`src/rtl/scsa_pkg.sv`:
```
// Shared types, constants and size-class tables for the slab allocator core.
`timescale 1ns / 1ps
`default_nettype none
package scsa_pkg;

   localparam int PAGE_BYTES   = 65536;
   localparam int HEADER_BYTES = 32;
   localparam int CLASS_COUNT  = 32;
   localparam int PAGE_COUNT   = 8;
   localparam int PAGE_W       = 3;
   localparam int HEAD_W       = 4;
   localparam int CLS_W        = 5;
   localparam int SLOT_W       = 14;
   localparam int TOP_W        = 15;
   localparam int OFF_W        = 16;
   localparam int ADDR_W       = 19;
   localparam int GRAN_W       = 16;
   localparam int PROD_W       = SLOT_W + GRAN_W;
   localparam int MEM_AW       = PAGE_W + SLOT_W;

   localparam logic [HEAD_W-1:0] NO_PAGE = '1;
   localparam logic [TOP_W-1:0]  NO_SLOT = '1;
   localparam logic [31:0]       MAX_REQ = 32'(PAGE_BYTES / 2);

   typedef enum logic [1:0] {
      RS_OK        = 2'd0,
      RS_NO_PAGE   = 2'd1,
      RS_TOO_LARGE = 2'd2,
      RS_BAD_FREE  = 2'd3
   } rsp_status_type;

   // Bytes per slot of each class.
   localparam logic [GRAN_W-1:0] CLASS_GRAN [CLASS_COUNT] = '{
      16'd4, 16'd8, 16'd12, 16'd16, 16'd20, 16'd24, 16'd32, 16'd40,
      16'd52, 16'd68, 16'd88, 16'd116, 16'd152, 16'd200, 16'd264, 16'd352,
      16'd468, 16'd624, 16'd832, 16'd1108, 16'd1476, 16'd1968, 16'd2624, 16'd3496,
      16'd4660, 16'd6212, 16'd8280, 16'd11040, 16'd14720, 16'd19624, 16'd26164,
      16'd34884};

   // Slots per page of each class.
   localparam logic [SLOT_W-1:0] CLASS_SLOTS [CLASS_COUNT] = '{
      14'd16376, 14'd8188, 14'd5458, 14'd4094, 14'd3275, 14'd2729, 14'd2047, 14'd1637,
      14'd1259, 14'd963, 14'd744, 14'd564, 14'd430, 14'd327, 14'd248, 14'd186,
      14'd139, 14'd104, 14'd78, 14'd59, 14'd44, 14'd33, 14'd24, 14'd18,
      14'd14, 14'd10, 14'd7, 14'd5, 14'd4, 14'd3, 14'd2, 14'd1};

   typedef enum logic [3:0] {
      ST_IDLE, ST_A_HEAD, ST_A_SLOT, ST_A_FIN, ST_A_ADDR, ST_F_CHK, ST_F_DIV,
      ST_F_SLOT, ST_SW_HEAD, ST_SW_NODE, ST_DONE
   } state_type;

   typedef enum logic [3:0] {
      OP_NONE, OP_LATCH, OP_A_HEAD, OP_A_SLOT, OP_A_FIN, OP_A_ADDR, OP_F_CHK,
      OP_F_DIV, OP_F_SLOT, OP_SW_HEAD, OP_SW_NODE, OP_EMIT
   } op_type;

   typedef struct packed {
      op_type op;
   } cmd_type;

   typedef struct packed {
      logic err;
      logic sweep_need;
      logic div_last;
      logic walk_end;
      logic class_last;
      logic out_free;
   } stat_type;

   // Smallest class whose slot holds need bytes.
   function automatic logic [CLS_W-1:0] class_of(input logic [16:0] need);
      logic [CLS_W-1:0] cls;
      cls = '0;
      for (int i = CLASS_COUNT - 1; i >= 0; i--) begin
         if (17'(CLASS_GRAN[i]) >= need) begin
            cls = CLS_W'(i);
         end
      end
      return cls;
   endfunction

endpackage
`default_nettype wire

```
`src/rtl/scsa_ctrl.sv`:
```
// Sequencer that steps the datapath through allocate, free and list sweep.
`timescale 1ns / 1ps
`default_nettype none
module scsa_ctrl (
   input  wire logic              clock,
   input  wire logic              reset,
   input  wire logic              req_tvalid,
   input  wire logic              req_kind,
   output logic                   req_tready,
   input  wire scsa_pkg::stat_type st,
   output scsa_pkg::cmd_type      cmd
);
   import scsa_pkg::*;

   state_type state_ff, state_in;

   always_ff @(posedge clock) begin
      if (reset) begin
         state_ff <= ST_IDLE;
      end else begin
         state_ff <= state_in;
      end
   end

   always_comb begin
      state_in   = state_ff;
      cmd.op     = OP_NONE;
      req_tready = 1'b0;
      unique case (state_ff)
         ST_IDLE: begin
            req_tready = 1'b1;
            if (req_tvalid) begin
               cmd.op   = OP_LATCH;
               state_in = req_kind ? ST_F_CHK : ST_A_HEAD;
            end
         end
         ST_A_HEAD: begin
            cmd.op   = OP_A_HEAD;
            state_in = st.err ? ST_DONE : ST_A_SLOT;
         end
         ST_A_SLOT: begin
            cmd.op   = OP_A_SLOT;
            state_in = ST_A_FIN;
         end
         ST_A_FIN: begin
            cmd.op   = OP_A_FIN;
            state_in = ST_A_ADDR;
         end
         ST_A_ADDR: begin
            cmd.op   = OP_A_ADDR;
            state_in = ST_DONE;
         end
         ST_F_CHK: begin
            cmd.op   = OP_F_CHK;
            state_in = st.err ? ST_DONE : ST_F_DIV;
         end
         ST_F_DIV: begin
            cmd.op = OP_F_DIV;
            if (st.div_last) begin
               state_in = ST_F_SLOT;
            end
         end
         ST_F_SLOT: begin
            cmd.op = OP_F_SLOT;
            priority if (st.err) begin
               state_in = ST_DONE;
            end else if (st.sweep_need) begin
               state_in = ST_SW_HEAD;
            end else begin
               state_in = ST_DONE;
            end
         end
         ST_SW_HEAD: begin
            cmd.op   = OP_SW_HEAD;
            state_in = ST_SW_NODE;
         end
         ST_SW_NODE: begin
            cmd.op = OP_SW_NODE;
            if (st.walk_end) begin
               state_in = st.class_last ? ST_DONE : ST_SW_HEAD;
            end
         end
         ST_DONE: begin
            if (st.out_free) begin
               cmd.op   = OP_EMIT;
               state_in = ST_IDLE;
            end
         end
         default: state_in = ST_IDLE;
      endcase
   end

endmodule
`default_nettype wire

```
`config.mk`:
```
export PLATFORM = sky130hd
export DESIGN_NAME = scsa_ctrl
export DESIGN_NICKNAME = d
export VERILOG_FILES = /design/src/rtl/scsa_pkg.sv /design/src/rtl/scsa_ctrl.sv
export SDC_FILE = /design/constraint.sdc
export NUM_CORES = 1
export LEC_CHECK = 0
export ABC_CLOCK_PERIOD_IN_PS = 2700
export BUFFER_PORTS_ARGS = -buffer_cell sky130_fd_sc_hd__clkbuf_2
export CORE_AREA = 2 2 39 41
export DETAILED_ROUTE_END_ITERATION = 10
export DIE_AREA = 0 0 41 43
export PLACE_DENSITY = 0.56
export SETUP_SLACK_MARGIN = 0.3
export SYNTH_ARGS = -nofsm -noshare
export SYNTH_HDL_FRONTEND = slang
export SYNTH_SLANG_ARGS = --single-unit
```
`constraint.sdc`:
```
create_clock -name clock -period 2.7 [get_ports clock]
set_clock_uncertainty 0.05 [all_clocks]
set_input_delay 0.27 -clock clock [delete_from_list [all_inputs] [get_ports clock]]
set_output_delay 0.27 -clock clock [all_outputs]
set_load 0.02 [all_outputs]
```
==> qor.yml <==
clock_tree:
  cts_buffer_depth: 2
  ctsResizeCount: 0
  cts_tree: "done"
  post_cts_buffers: 0
  clk_pin_slew_worst_paths_ns: 0.04
  clock_latency_ns: 0.23
  numCtsBuffers: 3
  cts_max_level: 1
  hold_buffers: 0
  cts_sinks: 4
  cts-root-buf: "clkbuf_4"
layout:
  regMostFlops: "state_ff"
  stdcell_count: 85
  diodes: 0
  area_delta_synth_final_pct: 17.89
  final_common_cell: "clkbuf_2"
  drive_above_1_share_pct: 27.54
  final_cell_mix: "clkbuf_2 (14), nor2_1 (7), o21ai_0 (4), dfxtp_1 (4)"
  fin_area_um2: 503.0
  multi_input_area_um2: 299.0
  reg_top3: "state_ff (4)"
  seqCellArea_um2: 80.08
  final_util_pct: 36.35
  nets: 81
  largest_register_ff_count: 4
  fillers: 166
run_status:
  status: "complete, no violations"
global_route:
  grt_antenna_before_repair: 0
  grt_pass1_wl_um: 1504
  grt_pass1_vias: 374
  grt.total_usage_pct: 12.55
  gr-total-overflow: 0
  grt_max_degree: 18
die:
  die_x_um: 41
  initial_utilization_pct: 30.83
  die_height_um: 43
  rows: 14
  core_area_um2: 1384
  fp.dieArea_um2: 1763
  io_pins: 15
drt:
  wl_per_cell_um: 12.00
  remaining_drc_errors: 0
  vias: 467
  firstDrtPassIters: 4
  vias_per_cell: 5.494
  antenna_left: 0
  dr.first_iter.drc_count: 7
  wirelength_um: 1020
synthesis:
  ys_types: 30
  syn-cell-area_um2: 426.7
  synth_cells: 58
  ys_seq_elements: 4
  synth.avg_cell_area_um2: 7.356
  ys.warnings.count: 0
  seq_area_frac_synth_pct: 18.77
  synth.net_count: 68
worst_hold_path:
  min_to: "state_ff[0]$_SDFFE_PP0P_"
  min_path_type: "in -> reg"
  hp-start: "reset"
  min_path_cells: 2
setup_path:
  worstPathArrival_ns: 1.93
  crit_fanout: 16
  reg2reg_from: "state_ff[1]$_SDFFE_PP0P_"
  r2r-end: "state_ff[1]$_SDFFE_PP0P_"
  cp-start-kind: "register"
  r2r_slack_ns: 0.83
  cp_cell_sequence: "nor2b_1 -> or3b_1 -> nand3_2 -> mux2_4"
  required_ns: 2.77
  ff2ff_path_depth: 4
  path_class: "reg -> reg"
  slowest_delay_ns: 0.62
  worstSetupEndpointType: "register"
  critPathSlowestCell: "dfxtp_1"
sta:
  fin_hold_ws_ns: 0.2412
  fin_crit_sh_pct: 69.15
  tightest_slew_ns: 0.5233
  finalMaxSlewViolations: 0
  tns_ns: 0
  grt_setup_unrepaired: "no"
  hold_violations: 0
  fmax_mhz: 535.6
  setup_viol: 0
  timing.final.crit_period_ns: 1.867
  layout_setup_ws_ns: 0.8329
  slew_headroom_pct: 65.06
placement:
  dpl_cell_area_um2: 480.5
  globalplace.congestion: 0.7534
  dp_hpwl_um: 742.9
  io_buffers: 14
  dp.cells: 82
  dp_slack_ns: 0.8493
flow_run:
  cap_viol_max_count: 0
pwr:
  power.total_mw: 0.6336
  p_per_area_nw_per_um2: 1260
  vdd_drop_max_mv: 0.5584
  p_leak_nw: 0.2309
==> cell usage after synthesis <==
cell | count | area (µm²)
nand2_1 | 3 | 11.26
nand3_1 | 2 | 10.01
inv_1 | 2 | 7.510
nand4b_1 | 1 | 8.760
and4b_1 | 1 | 10.01
nand3_2 | 1 | 10.01
nand2b_1 | 1 | 6.260
o32ai_1 | 2 | 17.52
xnor2_1 | 2 | 17.52
nor2b_1 | 2 | 12.51
a21oi_1 | 2 | 10.01
a311o_1 | 1 | 10.01
mux2_4 | 1 | 15.01
buf_6 | 1 | 11.26
dfxtp_1 | 4 | 80.08
nand3b_1 | 1 | 7.510
or3_1 | 1 | 6.260
nor3b_1 | 1 | 7.510
nor3_1 | 1 | 5.000
a21o_1 | 2 | 15.01
buf_2 | 5 | 25.02
a211oi_1 | 3 | 22.52
or3b_1 | 1 | 8.760
a211o_1 | 2 | 17.52
nor2_1 | 7 | 26.28
nor4_1 | 1 | 6.260
o311a_1 | 1 | 10.01
o21bai_1 | 1 | 7.510
clkinv_1 | 1 | 3.750
o21ai_0 | 4 | 20.02
==> per-layer routing <==
metal	wire length, µm	GRT usage [%]	up-vias
li1	-	-	237
met2	484	18.75	15
met3	75	5.236	0
met5	0	0	-
met1	460	14.79	215
met4	0	6.000	0
==> kinds of logic after synthesis <==
group,count (synthesis),share of synthesized area (%)
AOI/OAI and AO/OA,18,30.50
xor gates and xnor gates,2,4.106
buffers and inverters,9,11.14
muxes,1,3.518
and+or+nand+nor,24,31.97
DFF,4,18.77
==> how the worst max path moves through the flow <==
stage	startpoint	to	slack, ns	depth (start not counted)
detailed placement	state_ff[1]$_SDFFE_PP0P_	state_ff[1]$_SDFFE_PP0P_	0.85	4
CTS	state_ff[1]$_SDFFE_PP0P_	state_ff[1]$_SDFFE_PP0P_	0.85	4
floorplan	state_ff[1]$_SDFFE_PP0P_	cmd[0]	1.10	4
global placement	state_ff[1]$_SDFFE_PP0P_	state_ff[1]$_SDFFE_PP0P_	0.90	4
finish	state_ff[1]$_SDFFE_PP0P_	state_ff[1]$_SDFFE_PP0P_	0.83	4
global route	state_ff[2]$_SDFFE_PP0P_	cmd[2]	0.75	4
==> critical path, delay by kind of cell (launching register included) <==
family | cells | cell delay, ns
DFF | 1 | 0.62
muxes | 1 | 0.31
and+or+nand+nor | 3 | 0.77
==> area by class of cell <==
cell class	count	area share, %
sequential	4	15.92
tap	16	3.980
inverter	3	2.239
clock buffer	3	4.478
timing repair buffer	14	13.93
multi-input combinational	45	59.45
==> where the power goes <==
part           total [mW]  internal, mW  switching [mW]
Sequential          0.180        0.0860          0.0936
Clock              0.0723        0.0496          0.0227
Combinational       0.382         0.179           0.203
(Power assumes the default switching activity.)
